### config.mk
export PLATFORM = sky130hd
export DESIGN_NAME = scsi_target_select_reselect_unit
export DESIGN_NICKNAME = d
export VERILOG_FILES = /design/src/hdl/stsr_pkg.sv /design/src/hdl/scsi_target_select_reselect_unit.sv /design/src/hdl/stsr_csr.sv /design/src/hdl/stsr_seq.sv
export SDC_FILE = /design/constraint.sdc
export NUM_CORES = 1
export LEC_CHECK = 0
export BUFFER_PORTS_ARGS = -buffer_cell sky130_fd_sc_hd__buf_2
export CAP_MARGIN = 20
export CELL_PAD_IN_SITES_DETAIL_PLACEMENT = 1
export CELL_PAD_IN_SITES_GLOBAL_PLACEMENT = 1
export CORE_MARGIN = 2
export CORE_UTILIZATION = 49
export DETAILED_ROUTE_END_ITERATION = 12
export PLACE_DENSITY = 0.93
export SLEW_MARGIN = 20
export SYNTH_ARGS = -nofsm -noshare
export SYNTH_HDL_FRONTEND = slang
export SYNTH_SLANG_ARGS = --single-unit
### constraint.sdc
create_clock -name clock -period 7.1 [get_ports clock]
set_input_delay 0.71 -clock clock [delete_from_list [all_inputs] [get_ports clock]]
set_output_delay 0.71 -clock clock [all_outputs]
set_load 0.005 [all_outputs]
### src/hdl/stsr_pkg.sv
// types and constants for the scsi target select/reselect unit
// no dependencies
package stsr_pkg;

   typedef enum logic [3:0] {
      PH_IDLE     = 4'd0,
      PH_ARB      = 4'd1,
      PH_CHECK    = 4'd2,
      PH_SELDLY   = 4'd3,
      PH_HOLD     = 4'd4,
      PH_RELEASE  = 4'd5,
      PH_POLL     = 4'd6,
      PH_HANDOVER = 4'd7,
      PH_LOST     = 4'd8,
      PH_ABORT    = 4'd9
   } phase_type;

   typedef enum logic [2:0] {
      REG_OWN_ID     = 3'd0,
      REG_INIT_ID    = 3'd1,
      REG_ARB_TICKS  = 3'd2,
      REG_SEL_TICKS  = 3'd3,
      REG_SETTLE     = 3'd4,
      REG_POLL_LIMIT = 3'd5,
      REG_RETRY      = 3'd6
   } reg_index_type;

   localparam int unsigned AddrWidth = 5;

   localparam logic [7:0]  RstOwnId     = 8'd1;
   localparam logic [7:0]  RstInitId    = 8'd128;
   localparam logic [15:0] RstArbTicks  = 16'd173;
   localparam logic [15:0] RstSelTicks  = 16'd86;
   localparam logic [7:0]  RstSettle    = 8'd1;
   localparam logic [7:0]  RstPollLimit = 8'd250;
   localparam logic [15:0] RstRetry     = 16'd1000;

   typedef struct packed {
      logic [7:0]  own_id_mask;
      logic [7:0]  initiator_id_mask;
      logic [15:0] arbitration_ticks;
      logic [15:0] select_delay_ticks;
      logic [7:0]  settle_ticks;
      logic [7:0]  busy_poll_limit;
      logic [15:0] retry_interval_ticks;
   } cfg_type;

   typedef struct packed {
      logic       bsy_in;
      logic       sel_in;
      logic       rst_in;
      logic [7:0] data_lines;
      logic       packet_pending;
      logic       clear_flags;
   } req_item_type;

   typedef struct packed {
      logic       bsy_drive;
      logic       sel_drive;
      logic       io_drive;
      logic [7:0] data_drive;
      logic       parity_drive;
      logic       is_selected;
      logic       is_reselected;
      phase_type  phase;
   } rsp_item_type;

endpackage

### src/hdl/scsi_target_select_reselect_unit.sv
// a transaction waits in the input register, then passes into the sequencer registers
// throughput: one transaction per cycle unless stalled; the input register and the
// sequencer registers (which double as the result register) are one pass of logic apart
// reset: synchronous, active high; phase idle, all lines released, counters and
// flags zero, configuration registers at their defaults
// top level of the scsi target select/reselect unit; uses stsr_pkg, stsr_csr, stsr_seq
module scsi_target_select_reselect_unit (
   input  logic                           clock,
   input  logic                           reset,
   input  logic                           req_valid,
   output logic                           req_stall,
   input  logic                           req_bsy_in,
   input  logic                           req_sel_in,
   input  logic                           req_rst_in,
   input  logic [7:0]                     req_data_lines,
   input  logic                           req_packet_pending,
   input  logic                           req_clear_flags,
   output logic                           rsp_valid,
   input  logic                           rsp_stall,
   output logic                           rsp_bsy_drive,
   output logic                           rsp_sel_drive,
   output logic                           rsp_io_drive,
   output logic [7:0]                     rsp_data_drive,
   output logic                           rsp_parity_drive,
   output logic                           rsp_is_selected,
   output logic                           rsp_is_reselected,
   output logic [3:0]                     rsp_phase,
   input  logic                           csr_psel,
   input  logic                           csr_penable,
   input  logic                           csr_pwrite,
   input  logic [stsr_pkg::AddrWidth-1:0] csr_paddr,
   input  logic [31:0]                    csr_pwdata,
   output logic [31:0]                    csr_prdata,
   output logic                           csr_pready
);

   stsr_pkg::cfg_type      cfg;
   stsr_pkg::req_item_type in_ff, in_in;
   stsr_pkg::rsp_item_type result;
   logic                   in_valid_ff, in_valid_in;
   logic                   out_valid_ff, out_valid_in;
   logic                   advance;
   logic                   take;

   stsr_csr u_csr (
      .clock   (clock),
      .reset   (reset),
      .psel    (csr_psel),
      .penable (csr_penable),
      .pwrite  (csr_pwrite),
      .paddr   (csr_paddr),
      .pwdata  (csr_pwdata),
      .prdata  (csr_prdata),
      .pready  (csr_pready),
      .cfg     (cfg)
   );

   assign advance   = in_valid_ff & (~out_valid_ff | ~rsp_stall);
   assign req_stall = in_valid_ff & ~advance;
   assign take      = req_valid & ~req_stall;

   always_comb begin
      in_in = in_ff;
      if (take) begin
         in_in.bsy_in         = req_bsy_in;
         in_in.sel_in         = req_sel_in;
         in_in.rst_in         = req_rst_in;
         in_in.data_lines     = req_data_lines;
         in_in.packet_pending = req_packet_pending;
         in_in.clear_flags    = req_clear_flags;
      end
      in_valid_in  = take | (in_valid_ff & ~advance);
      out_valid_in = advance | (out_valid_ff & rsp_stall);
   end

   always_ff @(posedge clock) begin
      in_ff <= in_in;
   end

   always_ff @(posedge clock) begin
      if (reset) begin
         in_valid_ff  <= 1'b0;
         out_valid_ff <= 1'b0;
      end else begin
         in_valid_ff  <= in_valid_in;
         out_valid_ff <= out_valid_in;
      end
   end

   stsr_seq u_seq (
      .clock   (clock),
      .reset   (reset),
      .advance (advance),
      .item    (in_ff),
      .cfg     (cfg),
      .result  (result)
   );

   assign rsp_valid         = out_valid_ff;
   assign rsp_bsy_drive     = result.bsy_drive;
   assign rsp_sel_drive     = result.sel_drive;
   assign rsp_io_drive      = result.io_drive;
   assign rsp_data_drive    = result.data_drive;
   assign rsp_parity_drive  = result.parity_drive;
   assign rsp_is_selected   = result.is_selected;
   assign rsp_is_reselected = result.is_reselected;
   assign rsp_phase         = result.phase;

endmodule

### src/hdl/stsr_csr.sv
// apb-style configuration registers of the select/reselect unit
// depends on stsr_pkg
module stsr_csr (
   input  logic                                clock,
   input  logic                                reset,
   input  logic                                psel,
   input  logic                                penable,
   input  logic                                pwrite,
   input  logic [stsr_pkg::AddrWidth-1:0]      paddr,
   input  logic [31:0]                         pwdata,
   output logic [31:0]                         prdata,
   output logic                                pready,
   output stsr_pkg::cfg_type                   cfg
);

   stsr_pkg::cfg_type       cfg_ff, cfg_in;
   stsr_pkg::reg_index_type index;
   logic                    write_en;

   assign pready   = 1'b1;
   assign index    = stsr_pkg::reg_index_type'(paddr[stsr_pkg::AddrWidth-1:2]);
   assign write_en = psel & penable & pwrite;
   assign cfg      = cfg_ff;

   always_comb begin
      cfg_in = cfg_ff;
      if (write_en) begin
         case (index)
            stsr_pkg::REG_OWN_ID:     cfg_in.own_id_mask          = pwdata[7:0];
            stsr_pkg::REG_INIT_ID:    cfg_in.initiator_id_mask    = pwdata[7:0];
            stsr_pkg::REG_ARB_TICKS:  cfg_in.arbitration_ticks    = pwdata[15:0];
            stsr_pkg::REG_SEL_TICKS:  cfg_in.select_delay_ticks   = pwdata[15:0];
            stsr_pkg::REG_SETTLE:     cfg_in.settle_ticks         = pwdata[7:0];
            stsr_pkg::REG_POLL_LIMIT: cfg_in.busy_poll_limit      = pwdata[7:0];
            stsr_pkg::REG_RETRY:      cfg_in.retry_interval_ticks = pwdata[15:0];
            default: ;
         endcase
      end
   end

   always_comb begin
      case (index)
         stsr_pkg::REG_OWN_ID:     prdata = {24'd0, cfg_ff.own_id_mask};
         stsr_pkg::REG_INIT_ID:    prdata = {24'd0, cfg_ff.initiator_id_mask};
         stsr_pkg::REG_ARB_TICKS:  prdata = {16'd0, cfg_ff.arbitration_ticks};
         stsr_pkg::REG_SEL_TICKS:  prdata = {16'd0, cfg_ff.select_delay_ticks};
         stsr_pkg::REG_SETTLE:     prdata = {24'd0, cfg_ff.settle_ticks};
         stsr_pkg::REG_POLL_LIMIT: prdata = {24'd0, cfg_ff.busy_poll_limit};
         stsr_pkg::REG_RETRY:      prdata = {16'd0, cfg_ff.retry_interval_ticks};
         default:                  prdata = 32'd0;
      endcase
   end

   always_ff @(posedge clock) begin
      if (reset) begin
         cfg_ff.own_id_mask          <= stsr_pkg::RstOwnId;
         cfg_ff.initiator_id_mask    <= stsr_pkg::RstInitId;
         cfg_ff.arbitration_ticks    <= stsr_pkg::RstArbTicks;
         cfg_ff.select_delay_ticks   <= stsr_pkg::RstSelTicks;
         cfg_ff.settle_ticks         <= stsr_pkg::RstSettle;
         cfg_ff.busy_poll_limit      <= stsr_pkg::RstPollLimit;
         cfg_ff.retry_interval_ticks <= stsr_pkg::RstRetry;
      end else begin
         cfg_ff <= cfg_in;
      end
   end

endmodule

### src/hdl/stsr_seq.sv
// selection response and reselection sequencer, one bus tick per step
// depends on stsr_pkg
module stsr_seq (
   input  logic                   clock,
   input  logic                   reset,
   input  logic                   advance,
   input  stsr_pkg::req_item_type item,
   input  stsr_pkg::cfg_type      cfg,
   output stsr_pkg::rsp_item_type result
);

   stsr_pkg::phase_type phase_ff, phase_in;
   logic [15:0]         tick_ff, tick_in;
   logic [7:0]          poll_ff, poll_in;
   logic [15:0]         retry_ff, retry_in;
   logic                armed_ff, armed_in;
   logic                selflag_ff, selflag_in;
   logic                resel_ff, resel_in;
   logic                bsy_ff, bsy_in;
   logic                sel_ff, sel_in;
   logic                io_ff, io_in;
   logic [7:0]          data_ff, data_in;
   logic                par_ff, par_in;

   logic [15:0] tick_inc;
   logic [15:0] retry_inc;
   logic [7:0]  poll_inc;
   logic [15:0] settle_x1, settle_x3, settle_x4, settle_x5;
   logic [7:0]  higher_ids;
   logic        lost_arb;
   logic        busy_seq;
   logic        sel_seen;
   logic        arm_req;
   logic        armed_now;
   logic        retry_fire;

   assign tick_inc  = tick_ff + 16'd1;
   assign retry_inc = retry_ff + 16'd1;
   assign poll_inc  = poll_ff + 8'd1;
   assign settle_x1 = {8'd0, cfg.settle_ticks};
   assign settle_x4 = {6'd0, cfg.settle_ticks, 2'b00};
   assign settle_x3 = settle_x4 - settle_x1;
   assign settle_x5 = settle_x4 + settle_x1;

   always_comb begin
      for (int i = 0; i < 8; i++) begin
         higher_ids[i] = ({1'b0, cfg.own_id_mask} < (9'd1 << i));
      end
   end

   assign lost_arb = |(~item.data_lines & higher_ids);
   assign busy_seq = (phase_ff == stsr_pkg::PH_ARB) || (phase_ff == stsr_pkg::PH_CHECK) ||
                     (phase_ff == stsr_pkg::PH_SELDLY) || (phase_ff == stsr_pkg::PH_HOLD) ||
                     (phase_ff == stsr_pkg::PH_RELEASE) || (phase_ff == stsr_pkg::PH_POLL) ||
                     (phase_ff == stsr_pkg::PH_HANDOVER);
   assign sel_seen   = item.sel_in & ~item.rst_in;
   assign arm_req    = ~item.sel_in & item.packet_pending & ~(resel_ff & ~item.clear_flags);
   assign armed_now  = armed_ff | arm_req;
   assign retry_fire = ~item.bsy_in & ~sel_seen & armed_now &
                       (retry_inc >= cfg.retry_interval_ticks);

   // next phase
   always_comb begin
      phase_in = phase_ff;
      case (phase_ff)
         stsr_pkg::PH_ARB: begin
            if ((tick_inc >= cfg.arbitration_ticks) || item.sel_in) begin
               phase_in = stsr_pkg::PH_CHECK;
            end
         end
         stsr_pkg::PH_CHECK: begin
            phase_in = lost_arb ? stsr_pkg::PH_LOST : stsr_pkg::PH_SELDLY;
         end
         stsr_pkg::PH_SELDLY: begin
            if (tick_inc >= cfg.select_delay_ticks) phase_in = stsr_pkg::PH_HOLD;
         end
         stsr_pkg::PH_HOLD: begin
            if (tick_inc >= settle_x5) phase_in = stsr_pkg::PH_RELEASE;
         end
         stsr_pkg::PH_RELEASE: begin
            if (tick_inc >= settle_x1) phase_in = stsr_pkg::PH_POLL;
         end
         stsr_pkg::PH_POLL: begin
            if (item.bsy_in) begin
               phase_in = stsr_pkg::PH_HANDOVER;
            end else if (poll_inc >= cfg.busy_poll_limit) begin
               phase_in = stsr_pkg::PH_ABORT;
            end
         end
         stsr_pkg::PH_HANDOVER: begin
            if (tick_inc >= settle_x4) phase_in = stsr_pkg::PH_IDLE;
         end
         default: begin
            phase_in = retry_fire ? stsr_pkg::PH_ARB : stsr_pkg::PH_IDLE;
         end
      endcase
   end

   // counters, flags and line drives
   always_comb begin
      tick_in    = tick_ff;
      poll_in    = poll_ff;
      retry_in   = retry_ff;
      armed_in   = armed_ff;
      selflag_in = selflag_ff;
      resel_in   = resel_ff;
      bsy_in     = bsy_ff;
      sel_in     = sel_ff;
      io_in      = io_ff;
      data_in    = data_ff;
      par_in     = par_ff;

      if (item.clear_flags) begin
         selflag_in = 1'b0;
         resel_in   = 1'b0;
         if (!busy_seq) begin
            bsy_in  = 1'b0;
            sel_in  = 1'b0;
            io_in   = 1'b0;
            data_in = 8'd0;
            par_in  = 1'b0;
         end
      end

      if ((phase_ff != stsr_pkg::PH_LOST) && (phase_ff != stsr_pkg::PH_ABORT)) begin
         tick_in = tick_inc;
      end

      case (phase_ff)
         stsr_pkg::PH_ARB: ;
         stsr_pkg::PH_CHECK: begin
            if (lost_arb) begin
               bsy_in  = 1'b0;
               sel_in  = 1'b0;
               io_in   = 1'b0;
               data_in = 8'd0;
               par_in  = 1'b0;
            end else begin
               sel_in  = 1'b1;
               tick_in = 16'd0;
            end
         end
         stsr_pkg::PH_SELDLY: begin
            if (tick_inc >= cfg.select_delay_ticks) begin
               data_in = data_in | cfg.initiator_id_mask;
               par_in  = ~^(cfg.own_id_mask | cfg.initiator_id_mask);
               io_in   = 1'b1;
               tick_in = 16'd0;
            end
         end
         stsr_pkg::PH_HOLD: begin
            if (tick_inc >= settle_x5) begin
               bsy_in  = 1'b0;
               tick_in = 16'd0;
            end
         end
         stsr_pkg::PH_RELEASE: begin
            if (tick_inc >= settle_x1) poll_in = 8'd0;
         end
         stsr_pkg::PH_POLL: begin
            if (item.bsy_in) begin
               tick_in = 16'd0;
            end else begin
               poll_in = poll_inc;
               if (poll_inc >= cfg.busy_poll_limit) begin
                  bsy_in  = 1'b0;
                  sel_in  = 1'b0;
                  io_in   = 1'b0;
                  data_in = 8'd0;
                  par_in  = 1'b0;
               end
            end
         end
         stsr_pkg::PH_HANDOVER: begin
            if (tick_inc >= settle_x1) bsy_in = 1'b1;
            if (tick_inc >= settle_x3) sel_in = 1'b0;
            if (tick_inc >= settle_x4) begin
               data_in  = 8'd0;
               par_in   = 1'b0;
               io_in    = 1'b0;
               resel_in = 1'b1;
               armed_in = 1'b0;
               retry_in = 16'd0;
            end
         end
         default: begin
            if (item.bsy_in) begin
               armed_in = 1'b0;
               retry_in = 16'd0;
            end else if (sel_seen) begin
               if ((~item.data_lines & cfg.own_id_mask) == cfg.own_id_mask) begin
                  bsy_in     = 1'b1;
                  selflag_in = 1'b1;
               end
            end else begin
               armed_in = armed_now;
               if (armed_now) begin
                  retry_in = retry_inc;
                  if (retry_fire) begin
                     retry_in = 16'd0;
                     bsy_in   = 1'b1;
                     data_in  = cfg.own_id_mask;
                     par_in   = 1'b0;
                     tick_in  = 16'd0;
                  end
               end
            end
         end
      endcase
   end

   always_ff @(posedge clock) begin
      if (reset) begin
         phase_ff   <= stsr_pkg::PH_IDLE;
         tick_ff    <= 16'd0;
         poll_ff    <= 8'd0;
         retry_ff   <= 16'd0;
         armed_ff   <= 1'b0;
         selflag_ff <= 1'b0;
         resel_ff   <= 1'b0;
         bsy_ff     <= 1'b0;
         sel_ff     <= 1'b0;
         io_ff      <= 1'b0;
         data_ff    <= 8'd0;
         par_ff     <= 1'b0;
      end else if (advance) begin
         phase_ff   <= phase_in;
         tick_ff    <= tick_in;
         poll_ff    <= poll_in;
         retry_ff   <= retry_in;
         armed_ff   <= armed_in;
         selflag_ff <= selflag_in;
         resel_ff   <= resel_in;
         bsy_ff     <= bsy_in;
         sel_ff     <= sel_in;
         io_ff      <= io_in;
         data_ff    <= data_in;
         par_ff     <= par_in;
      end
   end

   assign result.bsy_drive     = bsy_ff;
   assign result.sel_drive     = sel_ff;
   assign result.io_drive      = io_ff;
   assign result.data_drive    = data_ff;
   assign result.parity_drive  = par_ff;
   assign result.is_selected   = selflag_ff;
   assign result.is_reselected = resel_ff;
   assign result.phase         = phase_ff;

endmodule

==> results of run 1 <==
-- through the flow --
stage / instance area, sq um / std cells
floorplan: 11050 / 1342
global placement: 11350 / 1620
finish: 11970 / 1652
global route: 11970 / 1652
detailed placement: 11350 / 1620
CTS: 11950 / 1652
-- flip-flops by register name, summed over array words and instances (netlist names), 4 cells and up --
register        cells
u_seq.retry_ff     16
u_seq.poll_ff       8
u_seq.phase_ff      4
u_seq.tick_ff      16
u_csr.cfg          80
in_ff              13
u_seq.data_ff       8
-- power breakdown --
group	switching, mW	internal [mW]	total, mW
logic	0.128	0.0630	0.191
clock network	0.435	0.519	0.954
registers	0.0155	0.887	0.902
total	0.579	1.47	2.05
-- kinds of logic (layout without fill, tap and decap cells) --
group	Yosys count	after routing	share of synthesized area, %
adders and majority gates	113	113	12.92
DFF	154	154	29.22
and+or+nand+nor	460	460	21.27
xor gates and xnor gates	56	56	4.460
muxes	55	55	5.518
other	2	17	0.06828
buffers and inverters	164	194	7.224
AOI/OAI and AO/OA	323	323	19.32
-- routing by layer --
layer | global-route usage [%] | share of wire [%] | vias to the layer above
met5 | 0 | 0.031 | -
met4 | 22.56 | 7.5 | 2
met3 | 7.807 | 7.5 | 260
met2 | 57.57 | 46 | 629
met1 | 41.17 | 38 | 5370
li1 | - | - | 4748
-- final cells by class --
class	count	share of cell area [%]
multi-input cells	1024	59.03
flip-flops and latches	154	26.85
clock buffers	18	3.765
repair buffers	83	3.681
well taps	280	2.928
inverters	79	2.478
clock inverters	14	1.265
-- synthesized netlist by cell type (all sizes together) (4+ instances only) --
cell      n  area, sq um
a22oi    11        82.58
nand3    34        185.2
nand4    13        102.6
a211oi   11        82.58
and4      4        38.79
nor2b    20        125.1
and3     17        108.9
nor3     17        126.4
ha      112         1401
clkbuf   47        220.2
a31oi    12        75.07
nand2   165        619.3
and2     14        87.58
o21a      7        52.55
o21ai    72        371.6
mux2i    46        460.4
nor4      8        71.32
mux4      4        90.09
a211o     7        62.56
inv      79        296.5
o21bai    7        52.55
dfxtp   141         2823
or3      12        81.33
nor2    100        377.9
a21oi    98        501.7
nand3b   18        135.1
or4       7        56.30
a221o    10        100.1
mux2      5        56.30
a21o     19        142.6
nand2b   19        118.9
o32ai     4        42.55
buf      38        277.8
xnor2    35        306.5
a22o     10        87.58
o221ai    5        43.79
o31ai     5        37.54
xor2     21        183.9
edfxtp   13        390.4
o211ai   24        180.2
-- final timing paths --
| kind | from | to | slack (ns) | cells past startpoint |
|---|---|---|---|---|
| worst max-delay path | u_seq.tick_ff[0]$_SDFFE_PP0P_ | u_seq.tick_ff[11]$_SDFFE_PP0P_ | 2.05 | 12 |
| worst min-delay path | req_data_lines[5] | in_ff[7]$_DFFE_PP_ | 0.44 | 1 |
| worst max register to register | u_seq.tick_ff[0]$_SDFFE_PP0P_ | u_seq.tick_ff[11]$_SDFFE_PP0P_ | 2.05 | 12 |
| worst min register to register | u_csr.cfg[4]$_SDFFE_PP0P_ | u_csr.cfg[4]$_SDFFE_PP0P_ | 0.48 | 2 |
==> results.sh, run 1 <==
export IMPL_setup_ws_ns=2.051
export IMPL_max_freq_mhz=198.1
export IMPL_cts_tree="done"
export IMPL_crit_buf_inv=0
export IMPL_ys_types=89
export IMPL_antenna_left=0
export IMPL_fillers=2603
export IMPL_final_max_slew_viol_count=0
export IMPL_final_nets=1529
export IMPL_powerDensity_mw_per_mm2=171.1
export IMPL_io_buffers=74
export IMPL_leakagePower_nw=5.229
export IMPL_drt_total_wl_mm=41.39
export IMPL_path_clk_slew_ns=0.07
export IMPL_worstPathMaxFanout=13
export IMPL_grtUsageTotal_pct=34.94
export IMPL_drv_cap=0
export IMPL_async_reset_ff_share_pct=0
export IMPL_setup_tns_final_ns=0
export IMPL_critPathTopFamily="simple AND/OR/NAND/NOR gates"
export IMPL_finClkSkew_ns=0.01408
export IMPL_antenna_cells=0
export IMPL_criticalPathCategory="flop to flop"
export IMPL_slowest_stage="nor3_2"
export IMPL_ios=110
export IMPL_cts_sinks=154
export IMPL_coreArea_sq_mm=0.02196
export IMPL_drt_iter0_markers=1153
export IMPL_avgSynthCellArea_sq_um=8.288
export IMPL_clock_tree_buffer_depth=2
export IMPL_synth_edf_count=13
export IMPL_antenna_found_initial=1
export IMPL_period_minus_slack_ns=5.049
export IMPL_dp_hpwl_mm=26.90
export IMPL_die_x_um=153.8
export IMPL_insertion_delay_ns=0.44
export IMPL_netlist_instances=1327
export IMPL_vias=11010
export IMPL_cts_buffers=17
export IMPL_area_delta_synth_final_pct=8.794
export IMPL_synth_seq_cells=154
export IMPL_crit_arrival_ns=5.38
export IMPL_post_cts_buffers=0
export IMPL_hold_violations=0
export IMPL_cts_resized=0
export IMPL_cp_end_kind="flop"
export IMPL_max_stage_delay_ns=0.76
export IMPL_htree_levels=4
export IMPL_fin_util_pct=54.49
export IMPL_final_layout_size_suffix_gt1_share_pct=11.81
export IMPL_via_per_inst=6.664
export IMPL_crit_top_cell="ha_1"
export IMPL_rsz0062_at_grt="false"
export IMPL_wire_per_inst_um=25.05
export IMPL_drc=0
export IMPL_die_h_um=153.8
export IMPL_seq_area_sq_mm=0.003213
export IMPL_tightest_slew_ns=1.130
export IMPL_dieArea_sq_mm=0.02366
export IMPL_final_cell_mix="nand2_1 (165), dfxtp_1 (141), ha_1 (112), nor2_1 (99), a21oi_1 (97)"
export IMPL_cts_root_buf="clkbuf_16"
export IMPL_grt_overflow=0
export IMPL_worst_ep_required_time_ns=7.43
export IMPL_startpoint_type="flop"
export IMPL_netlist_area_sq_mm=0.01100
export IMPL_peakVddDrop_v=0.0001771
export IMPL_crit_chain="ha_1 -> nand3_2 -> nor2_1 -> nand2_1 -> xnor2_1 -> ha_1 -> nand4_1 -> nor4b_1 -> a211oi_1 -> nor3_2 -> nor2_2 -> a221o_1"
export IMPL_final_common_cell="nand2_1"
export IMPL_ctsHoldBuffers=0
export IMPL_pre_cts_slack_ns=2.083
export IMPL_maxSlewHeadroom_pct=24.20
export IMPL_seq_area_frac_synth_pct=29.22
export IMPL_gp_congestion=0.9398
export IMPL_fin_crit_sh_pct=71.11
export IMPL_yosysWarnings=0
export IMPL_grt_max_degree=74
export IMPL_grt_pass1_wl_mm=64.99
export IMPL_min_path_type="input pin to flop"
export IMPL_finalSetupViolCount=0
export IMPL_dr_pass1_iters=8
export IMPL_synth_ff_type="dfxtp_1"
export IMPL_p_total_mw=2.048
export IMPL_grt_pass1_vias=11510
export IMPL_rows=54
export IMPL_status="finished clean"
export IMPL_start_util_pct=50.09
export IMPL_whs_ns=0.4399
export IMPL_multiInputGateArea_sq_mm=0.007063
Note: power is estimated with default switching activity, not from simulation.
==> run 2: changes to the inputs <==
ABC_AREA = 1   (was unset)
CORE_UTILIZATION = 40   (was 49)
PLACE_DENSITY = 0.84   (was 0.93)
clock period = 4.3 ns   (was 7.1 ns; I/O delays follow)
==> run 2 against run 1 <==
Non-clock buffer count grew 11. Register-to-register slack lost 1.6 ns. Critical path depth grew 13.
==> results.sh, run 2 <==
export IMPL_synth_most_common_cell="nand2_1"
export IMPL_p_sw_mw=1.250
export IMPL_clock_tree_buffer_depth=2
export IMPL_seq_power_share_pct=41.1
export IMPL_power_internal_mw=2.477
export IMPL_crit_cells=25
export IMPL_max_stage_delay_ns=0.44
export IMPL_setup_ws_ns=0.4215
export IMPL_wire_per_inst_um=19.44
export IMPL_reg2reg_depth=25
export IMPL_status="finished clean"
export IMPL_pre_cts_slack_ns=0.09142
export IMPL_crit_buf_inv=2
export IMPL_finClkSkew_ns=0.01989
export IMPL_maxSlewHeadroom_pct=44.56
export IMPL_worst_ep_required_time_ns=4.67
export IMPL_die_h_um=169.7
export IMPL_antenna_cells=0
export IMPL_drv_cap=0
export IMPL_crit_arrival_ns=4.25
export IMPL_async_reset_ff_share_pct=0
export IMPL_startpoint_type="flop"
export IMPL_p_total_mw=3.728
export IMPL_ios=110
export IMPL_largest_register_ffs=80
export IMPL_multiInputGateArea_sq_mm=0.006679
export IMPL_dr_pass1_iters=5
export IMPL_drt_iter0_markers=789
export IMPL_tightest_slew_ns=0.8285
export IMPL_dp_hpwl_mm=29.18
export IMPL_final_max_slew_viol_count=0
export IMPL_powerDensity_mw_per_mm2=304.7
export IMPL_yosysWarnings=0
export IMPL_grtUsageTotal_pct=26.89
export IMPL_placed_area_sq_mm=0.01166
export IMPL_final_common_cell="nand2_1"
export IMPL_netlist_instances=1555
export IMPL_insertion_delay_ns=0.45
export IMPL_gp_congestion=0.9100
export IMPL_htree_levels=4
export IMPL_seq_area_frac_synth_pct=29.26
export IMPL_ys_top_cells_by_area="dfxtp_1 (26%), ha_1 (13%), a21oi_1 (7.9%)"
export IMPL_cts_sinks=154
export IMPL_antenna_left=0
export IMPL_final_layout_size_suffix_gt1_share_pct=11.57
export IMPL_grt_overflow=0
export IMPL_critPathTopFamily="simple AND/OR/NAND/NOR gates"
export IMPL_drt_total_wl_mm=38.39
export IMPL_synth_area_leader_cell="dfxtp_1"
export IMPL_grt_max_degree=49
export IMPL_io_buffers=74
export IMPL_antenna_found_initial=0
export IMPL_crit_top_cell="nand2_1"
export IMPL_final_cell_mix="nand2_1 (228), inv_1 (212), a21oi_1 (174), nor2_1 (149), dfxtp_1 (141)"
export IMPL_leakagePower_nw=5.599
export IMPL_criticalPathCategory="flop to flop"
export IMPL_netlist_area_sq_mm=0.01098
export IMPL_worstPathMaxFanout=5
export IMPL_synth_edf_count=13
export IMPL_design_area_sq_mm=0.01223
export IMPL_max_freq_mhz=257.8
export IMPL_cp_end_kind="flop"
export IMPL_via_per_inst=5.698
export IMPL_synth_common_cells="nand2_1 (228), inv_1 (213), a21oi_1 (174)"
export IMPL_avgSynthCellArea_sq_um=7.061
export IMPL_period_minus_slack_ns=3.878
export IMPL_vias=11250
export IMPL_wl_met3_mm=1.926
export IMPL_slowest_stage="dfxtp_1"
export IMPL_final_nets=1791
export IMPL_power_share_switching_pct=33.54
export IMPL_synth_ff_type="dfxtp_1"
export IMPL_top_layer="met4"
export IMPL_drt_met1_wl_mm=16.34
export IMPL_synth_top_area_share_pct=25.71
export IMPL_grt_pass1_vias=11540
export IMPL_fillers=3443
export IMPL_start_util_pct=40.74
export IMPL_cts_tree="done"
export IMPL_pwr_share_clk_pct=40.2
export IMPL_rows=60
export IMPL_area_delta_synth_final_pct=11.42
export IMPL_cts_root_buf="clkbuf_16"
export IMPL_dieArea_sq_mm=0.02879
export IMPL_coreArea_sq_mm=0.02695
export IMPL_finalSetupViolCount=0
export IMPL_cts_buffers=17
export IMPL_ys_types=55
export IMPL_fin_crit_sh_pct=90.20
export IMPL_synth_seq_cells=154
export IMPL_peakVddDrop_v=0.0003056
export IMPL_hold_path_depth=1
export IMPL_hold_violations=0
export IMPL_die_x_um=169.7
export IMPL_path_clk_slew_ns=0.08
export IMPL_seq_area_sq_mm=0.003213
export IMPL_min_path_type="input pin to flop"
export IMPL_drc=0
export IMPL_dr_wl_met2_mm=18.50
export IMPL_grt_pass1_wl_mm=61.14
export IMPL_p_comb_share_pct=18.7
==> run 2: layout make-up <==
| class | instances | share of cell area (%) |
|---|---|---|
| Multi-Input combinational cell | 1133 | 54.59 |
| Sequential cell | 154 | 26.26 |
| Inverter | 221 | 6.883 |
| Timing Repair Buffer | 94 | 4.254 |
| Clock buffer | 18 | 3.508 |
| Tap cell | 341 | 3.487 |
| Clock inverter | 14 | 1.012 |
==> run 2: what timing repair did <==
action,CTS,global route
resized for setup,0,6
hold buffers,0,0
buffers inserted,0,0
endpoints found under the setup margin,0,41
hold endpoints to repair,0,0
==> run 2: layer usage <==
metal,up-vias,global-route usage (%)
met4,0,11.78
met2,326,46.57
met1,5483,33.53
met3,87,3.358
li1,5357,-
met5,-,0
==> run 2: kinds of logic (layout without fill, tap and decap cells) <==
family,Yosys count,in the layout,share of synthesized area (%)
AND/OR/NAND/NOR,536,536,21.54
buffers and inverters,283,347,10.64
AO/OA/AOI/OAI,426,426,22.27
other,2,17,0.06839
XOR/XNOR,40,40,3.191
adder cells (fa/ha/maj),113,113,12.94
multiplexers,1,1,0.09116
flip-flops,154,154,29.26
==> run 2: final timing paths <==
path,start,to,slack (ns)
setup reg to reg,u_csr.cfg[27]$_SDFFE_PP0P_,u_seq.phase_ff[0]$_SDFFE_PP0P_,0.42
hold / removal,req_data_lines[3],in_ff[5]$_DFFE_PP_,0.15
setup / recovery,u_csr.cfg[27]$_SDFFE_PP0P_,u_seq.phase_ff[0]$_SDFFE_PP0P_,0.42
hold reg to reg,u_seq.retry_ff[1]$_SDFFE_PP0P_,u_seq.retry_ff[1]$_SDFFE_PP0P_,0.47
==> run 2: power groups by stage <==
stage	Sequential, mW	Clock (mW)	Combinational [mW]
final	1.53	1.50	0.696
after global routing	1.54	1.57	0.776
after CTS	1.53	1.51	0.688
after detailed placement	1.56	0	0.679
after global placement	1.56	0	0.649
after floorplan	1.55	0	0.464
==> run 2: through the flow <==
step	utilization (%)	setup TNS, ns	std cells	hold slack (ns)
2_1_floorplan	-	0	1570	0.4384
4_1_cts	45.31	0	1975	0.1492
5_1_grt	45.39	-0.005475	1975	0.1518
3_3_place_gp	43.25	0	1943	0.4527
6_report	45.39	0	1975	0.1531
3_5_place_dp	43.25	0	1943	0.4615
==> run 3: changes to the inputs <==
==> constraint.sdc (replaced) <==
create_clock -name clock -period 4.3 [get_ports clock]
set_input_delay 0.645 -clock clock [delete_from_list [all_inputs] [get_ports clock]]
set_output_delay 0.645 -clock clock [all_outputs]
set_load 0.005 [all_outputs]
==> run 3 against run 2 <==
Clock-buffer cell count down 1. Final area up 0.45%. Die area unchanged. Global-route usage up 0.31 points. Critical path type unchanged.
==> results.sh, run 3 (synthesized netlist as in run 2, its figures left out) <==
export IMPL_cts_root_buf="clkbuf_16"
export IMPL_grt_pass1_vias=11620
export IMPL_leakagePower_nw=5.618
export IMPL_hold_violations=0
export IMPL_coreArea_sq_mm=0.02695
export IMPL_final_cell_mix="nand2_1 (228), inv_1 (212), a21oi_1 (174), nor2_1 (149), dfxtp_1 (140)"
export IMPL_die_x_um=169.7
export IMPL_grtUsageMet2_pct=46.55
export IMPL_r2r_start="u_seq.retry_ff[0]$_SDFFE_PP0P_"
export IMPL_powerDensity_mw_per_mm2=307.5
export IMPL_status="finished clean"
export IMPL_cts_sinks=154
export IMPL_whs_ns=0.3632
export IMPL_ctsHoldBuffers=0
export IMPL_finClkSkew_ns=0.01524
export IMPL_crit_end="u_seq.tick_ff[5]$_SDFFE_PP0P_"
export IMPL_maxSlewHeadroom_pct=47.21
export IMPL_cp_end_kind="flop"
export IMPL_r2r_end="u_seq.tick_ff[5]$_SDFFE_PP0P_"
export IMPL_final_max_slew_viol_count=0
export IMPL_max_freq_mhz=252.7
export IMPL_vias=11340
export IMPL_htree_levels=4
export IMPL_area_delta_synth_final_pct=11.92
export IMPL_antenna_cells=0
export IMPL_grt_pass1_wl_mm=61.90
export IMPL_worst_ep_required_time_ns=4.60
export IMPL_fin_cells=1977
export IMPL_pre_cts_slack_ns=0.07506
export IMPL_startpoint_type="flop"
export IMPL_grtUsageTotal_pct=27.20
export IMPL_gp_congestion=0.9256
export IMPL_die_h_um=169.7
export IMPL_dp_hpwl_mm=29.36
export IMPL_fin_crit_sh_pct=92.01
export IMPL_start_util_pct=40.74
export IMPL_grtUsageMet3_pct=3.428
export IMPL_drv_cap=0
export IMPL_drc=0
export IMPL_period_minus_slack_ns=3.956
export IMPL_setup_ws_ns=0.3435
export IMPL_via_per_inst=5.735
export IMPL_peakVddDrop_v=0.0001950
export IMPL_antenna_left=0
export IMPL_rows=60
export IMPL_setup_tns_final_ns=0
export IMPL_final_layout_size_suffix_gt1_share_pct=11.74
export IMPL_multiInputGateArea_sq_mm=0.006674
export IMPL_criticalPathCategory="flop to flop"
export IMPL_dieArea_sq_mm=0.02879
export IMPL_path_clk_slew_ns=0.08
export IMPL_worstPathMaxFanout=21
export IMPL_clock_tree_buffer_depth=2
export IMPL_final_common_cell="nand2_1"
export IMPL_tightest_slew_ns=0.7899
export IMPL_reg2reg_depth=21
export IMPL_drt_total_wl_mm=38.76
export IMPL_crit_arrival_ns=4.26
export IMPL_finalSetupViolCount=0
export IMPL_antenna_found_initial=0
export IMPL_cts_tree="done"
export IMPL_grt_max_degree=49
export IMPL_min_path_type="input pin to flop"
export IMPL_placed_cells=1945
export IMPL_cts_buffers=17
export IMPL_p_total_mw=3.779
export IMPL_seq_area_sq_mm=0.003214
export IMPL_largest_register_ffs=80
export IMPL_fillers=3467
export IMPL_grt_overflow=0
export IMPL_drt_iter0_markers=726
export IMPL_io_buffers=74
export IMPL_worstSetupStartpoint="u_seq.retry_ff[0]$_SDFFE_PP0P_"
export IMPL_post_cts_buffers=0
export IMPL_top_usage_layer="met2"
export IMPL_ios=110
export IMPL_insertion_delay_ns=0.45
export IMPL_final_nets=1793
export IMPL_reg2reg_slack_ns=0.34
export IMPL_grt_met1_usage_pct=34.34
export IMPL_dr_pass1_iters=5
export IMPL_wire_per_inst_um=19.60
## run 3: cell count changes in the layout (fill, tap and decap cells not counted), sizes merged
cell | before | now
clkbuf | 18 | 17
buf | 94 | 96
clkinv | 5 | 8
inv | 230 | 226
clkinvlp | 0 | 2
## run 3: power breakdown
group | internal [mW] | switching [mW]
Clock | 0.783 | 0.764
Sequential | 1.49 | 0.0427
Combinational | 0.220 | 0.479
## run 3: area by class of cell
cell class,count,area share [%]
Multi-Input combinational cell,1133,54.31
Sequential cell,154,26.16
Inverter,221,6.852
Timing Repair Buffer,96,4.358
Tap cell,341,3.472
Clock buffer,17,3.462
Clock inverter,15,1.395
## run 3: timing repair
action / 4_1_cts / 5_1_grt
setup endpoints to repair: 0 / 41
endpoints found under the hold margin: 0 / 0
resized for setup: 0 / 5
## run 3: per-stage QoR
step           instance area, sq um  utilization, %
2_1_floorplan                 11040               -
3_3_place_gp                  11670           43.31
3_5_place_dp                  11670           43.31
4_1_cts                       12270           45.52
5_1_grt                       12290           45.60
6_report                      12290           45.60
## run 3: how the worst min path moves through the flow
stage                     slack, ns                             end                            from  cells past startpoint
after floorplan                0.44     u_seq.armed_ff$_SDFFE_PP0P_     u_seq.armed_ff$_SDFFE_PP0P_                      2
after global placement         0.46  u_seq.retry_ff[1]$_SDFFE_PP0P_  u_seq.retry_ff[1]$_SDFFE_PP0P_                      2
after detailed placement       0.47     u_seq.armed_ff$_SDFFE_PP0P_     u_seq.armed_ff$_SDFFE_PP0P_                      2
after CTS                      0.36             in_ff[12]$_DFFE_PP_                      req_bsy_in                      1
after global routing           0.35              in_ff[2]$_DFFE_PP_               req_data_lines[0]                      1
final                          0.36             in_ff[12]$_DFFE_PP_                      req_bsy_in                      1
## run 3: metal layers
metal	wire length, um	vias up
li1	-	5369
met1	16820	5553
met2	18400	325
met3	1896	92
met4	1641	0
met5	0	-
## run 3: worst max-delay path, cell delays in order, from the launching register on
cell,delay [ns]
dfxtp_1,0.41
ha_1,0.21
nand3_1,0.16
nor3_2,0.20
nand3_1,0.17
nor3_2,0.18
nand3_1,0.17
o21ai_0,0.27
nand2_1,0.09
ha_1,0.28
nand2_1,0.05
inv_1,0.05
nand3_1,0.08
nor3_1,0.25
nand3_1,0.11
nand3_1,0.21
nand2_1,0.11
nor2_1,0.22
inv_2,0.12
buf_4,0.24
nand3_1,0.12
a21oi_1,0.07
